--- src/design/lkv_pkg.sv ---
package lkv_pkg;

  localparam int N_ENTRIES  = 16;
  localparam int RANK_W     = $clog2(N_ENTRIES);
  localparam int OCC_W      = $clog2(N_ENTRIES + 1);
  localparam int KEY_W      = 64;
  localparam int VAL_W      = 64;
  localparam int CNT_W      = 32;
  localparam int CAP_W      = 5;
  localparam int IN_DATA_W  = 128;
  localparam int OUT_DATA_W = 192;
  localparam int OUT_USER_W = 2;

  localparam logic [CAP_W-1:0] CAP_RESET = CAP_W'(16);

  typedef enum logic {
    FUNC_GET = 1'b0,
    FUNC_PUT = 1'b1
  } func_t;

  typedef enum logic [1:0] {
    S_IDLE,
    S_LOOK,
    S_UPD
  } state_t;

  typedef struct packed {
    logic              look;
    logic              upd;
    logic              put;
    logic              hit;
    logic              evict;
    logic [KEY_W-1:0]  key;
    logic [VAL_W-1:0]  value;
    logic [RANK_W-1:0] last_rank;
    logic [RANK_W-1:0] hit_rank;
  } lkv_ctrl_t;

  typedef struct packed {
    logic              hit;
    logic [RANK_W-1:0] rank;
    logic [VAL_W-1:0]  rd;
    logic [KEY_W-1:0]  evk;
  } lkv_link_t;

  typedef struct packed {
    logic valid;
    logic match;
    logic vict;
  } lkv_stat_t;

endpackage

--- src/design/lkv_cell.sv ---
module lkv_cell (
  input  logic               clk,
  input  logic               rst_n,
  input  lkv_pkg::lkv_ctrl_t ctrl,
  input  lkv_pkg::lkv_link_t link_in,
  output lkv_pkg::lkv_link_t link_out,
  input  logic               taken_in,
  output logic               taken_out,
  output lkv_pkg::lkv_stat_t stat
);

  logic                       valid_r, valid_nxt;
  logic [lkv_pkg::RANK_W-1:0] rank_r, rank_nxt;
  logic [lkv_pkg::KEY_W-1:0]  key_r, key_nxt;
  logic [lkv_pkg::VAL_W-1:0]  value_r, value_nxt;
  logic                       match_r;
  logic                       vict_r;
  logic                       match;
  logic                       vict;
  logic                       ev_me;
  logic                       free;
  logic                       mine;

  assign match = valid_r && (key_r == ctrl.key);
  assign vict  = valid_r && (rank_r == ctrl.last_rank);

  always_comb begin
    link_out.hit  = link_in.hit | match;
    link_out.rank = link_in.rank | (match ? rank_r : '0);
    link_out.rd   = link_in.rd | (match ? value_r : '0);
    link_out.evk  = link_in.evk | (vict ? key_r : '0);
  end

  assign ev_me     = ctrl.evict && vict_r;
  assign free      = !valid_r || ev_me;
  assign mine      = free && !taken_in;
  assign taken_out = taken_in || free;

  always_comb begin
    valid_nxt = valid_r;
    rank_nxt  = rank_r;
    key_nxt   = key_r;
    value_nxt = value_r;
    if (ctrl.upd) begin
      if (ctrl.hit) begin
        if (match_r) begin
          rank_nxt = '0;
          if (ctrl.put) begin
            value_nxt = ctrl.value;
          end
        end else if (valid_r && (rank_r < ctrl.hit_rank)) begin
          rank_nxt = rank_r + 1'b1;
        end
      end else if (ctrl.put) begin
        if (mine) begin
          valid_nxt = 1'b1;
          key_nxt   = ctrl.key;
          value_nxt = ctrl.value;
          rank_nxt  = '0;
        end else if (ev_me) begin
          valid_nxt = 1'b0;
          rank_nxt  = '0;
        end else if (valid_r) begin
          rank_nxt = rank_r + 1'b1;
        end
      end
    end
  end

  always_ff @(posedge clk) begin
    if (!rst_n) begin
      valid_r <= 1'b0;
      rank_r  <= '0;
    end else begin
      valid_r <= valid_nxt;
      rank_r  <= rank_nxt;
    end
  end

  always_ff @(posedge clk) begin
    key_r   <= key_nxt;
    value_r <= value_nxt;
    if (ctrl.look) begin
      match_r <= match;
      vict_r  <= vict;
    end
  end

  assign stat.valid = valid_r;
  assign stat.match = match_r;
  assign stat.vict  = vict_r;

endmodule

--- config.mk ---
export PLATFORM = sky130hd
export DESIGN_NAME = lkv_cell
export DESIGN_NICKNAME = d
export VERILOG_FILES = /design/src/design/lkv_pkg.sv /design/src/design/lkv_cell.sv
export SDC_FILE = /design/constraint.sdc
export NUM_CORES = 1
export LEC_CHECK = 0
export ABC_AREA = 1
export BUFFER_PORTS_ARGS = -buffer_cell sky130_fd_sc_hd__buf_2
export CELL_PAD_IN_SITES_DETAIL_PLACEMENT = 1
export CELL_PAD_IN_SITES_GLOBAL_PLACEMENT = 2
export CORE_MARGIN = 2
export CORE_UTILIZATION = 26
export CTS_CLUSTER_SIZE = 12
export DETAILED_ROUTE_END_ITERATION = 8
export PLACE_DENSITY_LB_ADDON = 0.1
export SLEW_MARGIN = 20
export SYNTH_ARGS = -nofsm -noshare
export SYNTH_HDL_FRONTEND = slang
export SYNTH_SLANG_ARGS = --single-unit
export TNS_END_PERCENT = 20
--- constraint.sdc ---
create_clock -name clk -period 10.5 [get_ports clk]
set_input_delay 0 -clock clk [delete_from_list [all_inputs] [get_ports clk]]
set_output_delay 0 -clock clk [all_outputs]
set_load 0.02 [all_outputs]
== Yosys cells after proc, flatten, opt, wreduce, memory -nomap -nowiden ==
Index checks and enable logic that the tools add are counted.

* Word-level logic and storage cells: 52
* Input port bits: 277
* Output and inout port bits: 137
* Flip-flop bits (word level): 135

* Equality and inequality tests: 5
* Magnitude comparators: 1
* Multiplexer cells: 17
* Add/subtract/negate cells: 1
* Bitwise operators: 5
* Reduce and logical (&&, ||, !) cells: 17

{| class="wikitable"
|+ Operators by type and width
! operator !! count
|-
| $mux 64 || 7
|-
| $or 64x64->64 || 2
|-
| $eq 64x64->1 || 1
|-
| $mux 4 || 8
|-
| $reduce_and 4->1 || 3
|-
| $reduce_bool 2->1 || 3
|-
| $logic_and 1x1->1 || 5
|-
| $reduce_and 5->1 || 1
|-
| $add 4x1->4 const B || 1
|-
| $eq 4x4->1 || 1
|-
| $lt 4x4->1 || 1
|-
| $or 4x4->4 || 1
|-
| $reduce_bool 4->1 || 1
|-
| $ne 3x1->1 const B || 1
|-
| $logic_not 1->1 || 2
|-
| $logic_or 1x1->1 || 2
|-
| $mux 1 || 2
|-
| $ne 2x1->1 const B || 1
|-
| $ne 2x2->1 const B || 1
|-
| $not 1->1 || 1
|-
| $or 1x1->1 || 1
|}

== Longest topological paths before layout ==
* Depth after elaboration: 6
* Depth in mapped cells: 12
* Gate-level depth less buffers: 10

== Worst setup path after synthesis ==
No wires, ideal clock.

* Path kind: register -> register
* From: reg vict_r
* To: reg value_r[0] in the netlist's numbering, enable pin
* Cell stages (with the launch flop): 5
* Required time: 9.993 ns
* Path slack: 6.345 ns
* Arrival: 3.648 ns
* Library setup time: 0.507 ns
* Buffers on the path: 0
* Path through: edfxtp_1 -> nand2_1 -> nand2_1 -> nand3_1 -> a21oi_1

* Word-level cells in the longest chain between the ends: 5

{| class="wikitable"
|+ RTL lines
! item !! line !! source
|-
| start, declared || lkv_cell.sv:17 || <nowiki>logic vict_r;</nowiki>
|-
| start signal, assigned || lkv_cell.sv:85 || <nowiki>vict_r <= vict;</nowiki>
|-
| $logic_and 1x1->1 || lkv_cell.sv:34 || <nowiki>assign ev_me = ctrl.evict && vict_r;</nowiki>
|-
| $logic_or 1x1->1 || lkv_cell.sv:35 || <nowiki>assign free = !valid_r || ev_me;</nowiki>
|-
| $logic_and 1x1->1 || lkv_cell.sv:36 || <nowiki>assign mine = free && !taken_in;</nowiki>
|-
| $reduce_bool 2->1 (no line) || n/a ||
|-
| $reduce_and 5->1 (no line) || n/a ||
|-
| end signal, assigned || lkv_cell.sv:82 || <nowiki>value_r <= value_nxt;</nowiki>
|-
| end, declared || lkv_cell.sv:15 || <nowiki>logic [lkv_pkg::VAL_W-1:0] value_r, value_nxt;</nowiki>
|}

Every way passes these cells.
A chain may end at the register's enable or synchronous reset.

==> results.toml <==
[worst_setup_path]
path_max_fanout = 58
path_common_cell = "nand2_1"
worstReg2RegEnd = "vict_r$_DFFE_PP_"
cp.depth = 12
startpoint = "key_r[37]$_DFFE_PP_"
slowest_delay_ns = 0.57
cp.arrival_ns = 2.98
critPathSlowestCell = "buf_4"
cp.required_ns = 10.50
path_cells = "inv_1 > nand2_1 > nand2_1 > nor2_1 > nand2_1 > nor2_1 > nand2_1 > nor2_4 > buf_4 > nand4_1 > nand2_1 > buf_2"
ff2ff_setup_slack_ns = 8.30
critical-path-top-delay-family = "simple AND/OR/NAND/NOR gates"
r2r_start = "rank_r[3]$_SDFFE_PN0P_"
ff2ff_path_depth = 5
cp-start-kind = "flip-flop"
end_kind = "primary output"
critPathKind = "flip-flop to primary output"
critPathBufInv = 3
critical_path.endpoint = "link_out[87]"

[finish]
area_delta_synth_final_pct = 56.7
fin_util_pct = 41.6
final_cell_area_um2 = 12000
fin_nets = 1748
drive_above_1_share_pct = 31.3

[place]
dp_hpwl_um = 25100
place_ws_ns = 7.94
place.port_buffers = 413
place_area_um2 = 10100
routabilityCongestion = 0.783

[logic_synthesis]
synth.area.top_cells = "edfxtp_1 51%, nand2_1 14%, inv_1 9.8%, nand4_1 6.9%, o21bai_1 5.1%"
yosysSeqAreaShare_pct = 52.1
ys_dominant_reg_cell = "edfxtp_1"
synth_cell_types = 34
synth_fp_nets = 1208
syn_area_um2 = 7680
synth_warnings = 0
synth.avg_cell_area_um2 = 8.29
synth_seq_cells = 135
synth_edf_count = 130
syn_inst = 927
async_reset_ff_share_pct = 0
yosysTopAreaCellShare_pct = 50.8
synth_top_area_cell = "edfxtp_1"

[route]
top_layer_used = "met5"
wl_met3_um = 1710
drt-met1-wl_um = 13600
firstDrtPassIters = 7
vias = 8134
routed_via_density = 4.36
drt_wl_total_um = 32100
drcViolationCount = 0
wl_met2_um = 16500
first_iter_violations = 290
wl_per_cell_um = 17.2
antenna_left = 0

[clock_network]
cts_inserted_buffers = 17
clock_sinks = 135
htree_levels = 4
clk_pin_slew_ns = 0.07
cts.path.max_buffers = 2
cts.repair.resized = 0
cts.hold.buffers_added = 132
cts_tree = "yes"
root_buffer = "clkbuf_16"
post-cts-setup-buffer-count = 0
worstSkewPairLatency_ns = 0.43

[outcome]
status = "finished, final reports clean"

[min_path]
hp-class = "input pin to flip-flop"

[sta]
slew_headroom_pct = 41.5
setup_viol = 0
slew_viol_final = 0
worst_pin_slew_ns = 0.877
finalHoldViolations = 0
rsz0062_at_grt = "false"
finalSetupTns_ns = 0
finalCritPeriodShare_pct = 28.4
max_freq_ghz = 0.335
setup_ws_ns = 7.52
period_needed_ns = 2.98
skew_ns = 0.0180

[global_route]
grt.overflow.total = 0
track_usage_pct = 20.3
grt_pass1_wl_um = 47600
grt_max_degree = 70
grt_antenna_before_repair = 2
first_global_vias = 8351

[power_and_ir_drop]
ir_drop_v = 0.0000808
p_total_mw = 1.48
power.density_nw_per_um2 = 123
p_leak_nw = 6.02

[floorplan]
fp.dieArea_um2 = 30900
core_region_area_um2 = 28900
ios = 414
die_x_um = 176
initial_core_util_pct = 26.6
dieHeight_um = 176
rows = 62

[flow_run]
cap_violations = 0
-- where the power goes --
group	switching [mW]	internal, mW
sequential	0.00643	0.605
clock	0.261	0.356
combinational	0.132	0.116
-- layer usage --
| layer | GRT usage, % | vias up |
|---|---|---|
| met5 | 0 | - |
| met4 | 5.13 | 2 |
| met3 | 4.18 | 24 |
| met2 | 36.8 | 253 |
| met1 | 24.4 | 3786 |
| li1 | - | 4069 |
-- sequential cells by signal, indices dropped and copies added (netlist names) --
register,cells
valid_r,1
match_r,1
value_r,64
vict_r,1
key_r,64
rank_r,4
-- final cells by class --
cell class                 count  area [um^2]
tap                          384          480
timing repair buffer         551         3430
antenna                        1         2.50
clock inverter                15          161
sequential                   135         4000
multi-input combinational    560         2770
inverter                     202          758
fill                        3613        16900
clock buffer                  17          425
-- placed cells by master, fill, tap and decap left out, drive strengths merged, types with 2 or more instances in the layout --
cell / instances
dlygate4sd3: 132
or2: 5
inv: 211
a21oi: 7
nand3b: 2
nor2: 62
clkbuf: 17
bufinv: 2
buf: 419
ha: 4
a211oi: 2
xor2: 4
nor3: 5
edfxtp: 130
and2: 2
clkinv: 4
xnor2: 12
nand3: 19
dfxtp: 5
o21ai: 8
o22ai: 2
nand4: 85
o21bai: 52
nand2: 284
-- per-stage QoR --
step           hold WS, ns  instances
6_report            0.0531       1865
5_1_grt             0.0816       1865
4_1_cts             0.0368       1864
3_5_place_dp         0.178       1700
3_3_place_gp         0.176       1700
2_1_floorplan       0.0989        927
-- synthesized netlist by cell type, drive strengths merged, types with 4 or more instances --
master,number
clkbuf,5
nand2,284
o21bai,52
or2,5
o21ai,8
xnor2,12
buf,25
a21oi,7
nor3,5
xor2,4
nor2,62
nand3,19
inv,202
edfxtp,130
ha,4
dfxtp,5
nand4,85
-- how the worst min path moves through the flow --
stage	startpoint	to	slack, ns	depth (start not counted)
5_1_grt	ctrl[137]	rank_r[0]$_SDFFE_PN0P_	0.08	6
3_5_place_dp	ctrl[10]	value_r[2]$_DFFE_PP_	0.18	1
3_3_place_gp	ctrl[55]	value_r[47]$_DFFE_PP_	0.18	1
2_1_floorplan	ctrl[72]	key_r[0]$_DFFE_PP_	0.1	0
6_report	ctrl[137]	rank_r[2]$_SDFFE_PN0P_	0.05	6
4_1_cts	ctrl[137]	rank_r[2]$_SDFFE_PN0P_	0.04	6
-- worst min-delay path: stages --
cell and delay, ns:
buf_2 0.12, a21oi_1 0.13, nand2_1 0.06, nand2_1 0.05, nand2_1 0.05, nor2_1 0.03
-- logic make-up (layout without fill, tap and decap cells) --
| logic type | count (synthesis) | after routing | synth area share (%) |
|---|---|---|---|
| AOI/OAI and AO/OA | 74 | 74 | 6.74 |
| adders and majority gates | 4 | 4 | 0.651 |
| other | 0 | 1 | 0 |
| DFF | 135 | 135 | 52.1 |
| buffers and inverters | 232 | 785 | 12.1 |
| xor gates and xnor gates | 16 | 16 | 1.82 |
| and+or+nand+nor | 466 | 466 | 26.6 |
No activity file was read; power rests on OpenSTA's default activity.
